## config.mk

```make
export PLATFORM = sky130hd
export DESIGN_NAME = mdu_div_stage
export DESIGN_NICKNAME = d
export VERILOG_FILES = /design/src/design/mdu_pkg.sv /design/src/design/mdu_div_stage.sv
export SDC_FILE = /design/constraint.sdc
export NUM_CORES = 1
export LEC_CHECK = 0
export BUFFER_PORTS_ARGS = -buffer_cell sky130_fd_sc_hd__buf_2
export CAP_MARGIN = 20
export CORE_AREA = 2 2 249 251
export CTS_CLUSTER_DIAMETER = 100
export CTS_CLUSTER_SIZE = 28
export DETAILED_ROUTE_END_ITERATION = 10
export DIE_AREA = 0 0 251 253
export PLACE_DENSITY = 0.4
export SETUP_SLACK_MARGIN = 0.1
export SLEW_MARGIN = 20
export SYNTH_ARGS = -nofsm -noshare
export SYNTH_HDL_FRONTEND = slang
export SYNTH_SLANG_ARGS = --single-unit
```

## constraint.sdc

```tcl
create_clock -name clk -period 4.92 [get_ports clk]
set_input_delay 1.23 -clock clk [delete_from_list [all_inputs] [get_ports clk]]
set_output_delay 1.23 -clock clk [all_outputs]
set_load 0.02 [all_outputs]
```

## src/design/mdu_pkg.sv

```systemverilog
`timescale 1ns / 1ps
package mdu_pkg;
  localparam int DataWidth = 64;
  localparam int ProdWidth = 2 * DataWidth;
  localparam int HalfWidth = DataWidth / 2;
  localparam int DivStages = DataWidth;

  typedef logic [DataWidth-1:0] data_t;
  typedef logic [ProdWidth-1:0] prod_t;

  typedef enum logic [1:0] {
    ST_OK       = 2'd0,
    ST_DIV_ZERO = 2'd1,
    ST_OVERFLOW = 2'd2
  } status_t;
endpackage

```

## src/design/mdu_div_stage.sv

```systemverilog
`timescale 1ns / 1ps
module mdu_div_stage (
  input  logic           clk,
  input  logic           rst,
  input  logic           in_valid,
  input  mdu_pkg::data_t in_rem,
  input  mdu_pkg::prod_t in_num,
  input  mdu_pkg::data_t in_quo,
  input  logic           in_ovf,
  input  mdu_pkg::data_t in_d,
  output logic           out_valid,
  output mdu_pkg::data_t out_rem,
  output mdu_pkg::prod_t out_num,
  output mdu_pkg::data_t out_quo,
  output logic           out_ovf,
  output mdu_pkg::data_t out_d
);
  import mdu_pkg::*;

  // one restoring step: shift in the top numerator bit, subtract if it fits
  logic [DataWidth:0] shifted;
  logic [DataWidth:0] diff;
  logic               fits;

  assign shifted = {in_rem, in_num[ProdWidth-1]};
  assign diff    = shifted - {1'b0, in_d};
  assign fits    = ~diff[DataWidth];

  always_ff @(posedge clk) begin
    out_rem <= fits ? diff[DataWidth-1:0] : shifted[DataWidth-1:0];
    out_num <= {in_num[ProdWidth-2:0], 1'b0};
    out_quo <= {in_quo[DataWidth-2:0], fits};
    // a quotient bit shifted out the top means the result is too wide
    out_ovf <= in_ovf | in_quo[DataWidth-1];
    out_d   <= in_d;
  end

  always_ff @(posedge clk) begin
    if (rst) begin
      out_valid <= 1'b0;
    end else begin
      out_valid <= in_valid;
    end
  end
endmodule

```

==> results.md <==
* Status: finished clean
* Full die area at about 64000 sq um
* Die W at 251 microns
* Slowest cell on crit path: ha_1
* Peak VDD IR at slightly above 0.3 mV
* Reg area at 6426 sq um
* Post-synthesis sequential area ratio at 0.5521
* Total number of vias at about 10000
* DP HPWL at around 48000 microns
* Fin crit share at 0.8315
* Post-synthesis async set-or-reset flop share at 0
* Setup TNS at 0 ps
* Setup ws final at around 830 ps
* Clock Path Buffers at 3
* IO buf count at 644
* CP Class: in -> reg
* # DRC at 0
* Cell Area, Synth at approximately 12000 sq um
* Pre-antenna DRT Iters at 5
* Clk sink count at 321
* Initial antenna violation count at 32
* Synth Area per Inst at about 11 sq um
* Area Growth Syn to Fin at 42.49%
* Number of fill cells at ~6600
* Period minus WS final at slightly above 4000 ps
* Clock group share of total power at 0.312
* HP Class: in -> reg
* Final setup viols at 0
* Cell Chain, Critical Path: buf_2 > ha_1 > a21oi_1 > o22ai_1 > o21ai_0 > nand4_1 > o21ai_2 > a211oi_2 > or3_1 > and3_1 > inv_4 > buf_12 > mux2_2
* Initial DRC count at between 400 and 500
* Clock-pin slew of the registers on the worst-case setup and hold paths at between 100 and 150 ps
* I/O pin cnt at about 650
* Relative slew slack at 0.6165
* Share of cells above drive strength 1 at 0.4407
* # resized after CTS at 0
* Final ANT Viol Nets at 0
* Vias in the first global route at roughly 11000
* DP Worst Slack at around 210 ps
* Mapped Cells at between 1000 and 1500
* Pwr per Cell Area at 396.2 nW/um^2
* CP top delay family: compound AO/OA/AOI/OAI gates
* Final GP Congestion at ~0.90
* Switching power at about 2.2 mW
* Most used DFF post-synth: dfxtp_1
* Root Driver: clkbuf_16
* Worst slew pin tran at approximately 560 ps
* Fmax at between 0.2 and 0.25 GHz
* Rows at between 90 and 100
* Max-Cap Viols at 0
* Core ar. at roughly 61000 sq um
* Net Sw Frac at 0.3325
* Bufs and invs on worst path at 3
* Die height at about 250 microns
* Final core occ at 0.2717
* GRT Util Overall at 0.1658
* Comb pwr share at 0.246
* DRT Wirelength at 55830 microns
* CP required at around 5400 ps
* Yosys reg bits at 321
* CP Capture Type: flip-flop
* Worst stage delay on the critical path at between 300 and 400 ps
* Hold violation total from the final report at 0
* Avg WL per Cell at 21.95 microns
* Post-synth EDFFs at 0
* Critical path endpoint: out_rem[5]
* Synthesized Nets at between 1000 and 1500
* Area of the multi-input gates at between 4000 and 5000 sq um
* Total of warnings raised by yosys at 0
* First-pass GRT wire length at between 70000 and 80000 microns
* Worst hold path stage count at 1
* Num CTS Buffers at 21
* Reg power frac at 0.442
* Largest net degree at the start of global routing at 29
* Critical path startpoint category: input port
* Synth unique cells at 76
* CTS Hold Bufs at 0
* Final #Nets at 2121
* WP depth at 13
* GRT Residual Overflow at 0
* Int Pwr at between 4 and 5 mW
* RSZ-0062 raised after global routing: false
* Crit path from: in_rem[18]
* Crit path DAT at around 4500 ps
* Leak Pwr at approximately 8 nW
* Starting Density at 0.1907
* CTS H-tree lvls at 1
* CP Max Fanout at 19
* Postcts setup bufs at 0
* Post-DR vias/cell at a little over 4
* Max-slew violations at 0
* TritonCTS clock tree: done
## power groups by stage
stage | registers [mW] | clock network [mW] | logic, mW
3_3_place_gp | 2.97 | 0 | 1.64
2_1_floorplan | 3.28 | 0 | 0.639
4_1_cts | 2.91 | 2.16 | 1.65
3_5_place_dp | 2.97 | 0 | 1.64
5_1_grt | 2.93 | 2.24 | 1.75
6_report | 2.90 | 2.05 | 1.62
## layer usage
metal / global-route usage / up-vias / part of all wire
met3: 0.06240 / 89 / 0.088
li1: - / 5039 / -
met1: 0.1689 / 4898 / 0.36
met5: 0 / - / 0.0043
met4: 0.04184 / 40 / 0.026
met2: 0.3164 / 389 / 0.52
## state kept, by name (all words and copies together) (netlist names)
signal / count
out_quo: 64
out_valid: 1
out_rem: 64
out_ovf: 1
out_num: 127
out_d: 64
## cells in the final DEF (no fill, tap or decap), drive strengths merged, types with 9 or more instances in the layout
cell    instances
a21o           31
a21oi          79
a31oi          10
and3           11
buf           658
clkbuf         21
dfxtp         321
ha             64
inv            96
mux2           50
mux2i           9
nand2          66
nand3          11
nand4          22
nor2           47
nor2b          14
nor3           13
o21a            9
o21ai          43
o21bai         14
xnor2          32
xor2           22
## metrics by stage
stage,power (mW),hold WS (ps),instances,instance area (sq um)
floorplan,3.916,1258,1087,11640
global placement,4.616,1333,2499,15800
detailed placement,4.612,1334,2499,15800
CTS,6.723,706.4,2535,16560
global route,6.925,703.2,2536,16570
finish,6.571,746.4,2543,16580
## worst min path at each step
stage,from,end,slack [ps]
5_1_grt,in_num[126],out_num[127],700
2_1_floorplan,in_d[0],out_d[0],1260
3_3_place_gp,in_quo[56],out_quo[57],1330
6_report,in_num[23],out_num[24],750
3_5_place_dp,in_num[58],out_num[59],1330
4_1_cts,in_quo[15],out_quo[16],710
## synth_stat cells, drive strengths merged, types with 5 or more instances
cell,count,area (sq um)
dfxtp,321,6426
inv,88,332.8
a21oi,79,402.9
nand2,66,247.7
ha,64,800.8
mux2,50,566.8
nor2,47,176.4
o21ai,43,222.7
xnor2,32,280.3
a21o,31,232.7
nand4,22,150.1
xor2,22,192.7
clkbuf,21,81.33
buf,15,116.4
nor2b,14,87.58
o21bai,14,105.1
nor3,13,65.06
and3,11,68.82
nand3,11,55.05
a31oi,10,62.56
mux2i,9,90.09
o21a,9,67.56
nand2b,8,50.05
a211oi,7,57.55
o31ai,6,45.04
or2,6,37.54
a31o,5,43.79
and4,5,43.79
o211ai,5,37.54
## layout make-up
| type | count | area share |
|---|---|---|
| Sequential cell | 321 | 0.3875 |
| Multi-Input combinational cell | 642 | 0.2823 |
| Timing Repair Buffer | 658 | 0.2030 |
| Tap cell | 790 | 0.05960 |
| Clock buffer | 21 | 0.03169 |
| Inverter | 88 | 0.02007 |
| Clock inverter | 15 | 0.01464 |
| Antenna cell | 8 | 0.001207 |
## cells by family (layout without fill, tap and decap cells)
family,count (synthesis),in the layout,share of synthesized area
fa+ha+maj,65,65,0.07052
mux,59,59,0.05644
other cells,1,9,0.0003222
buf+inv,124,782,0.04558
flops,321,321,0.5521
xor+xnor,54,54,0.04064
compound gates,239,239,0.1348
simple gates,224,224,0.09955
Power figures use the tool's default switching activity.
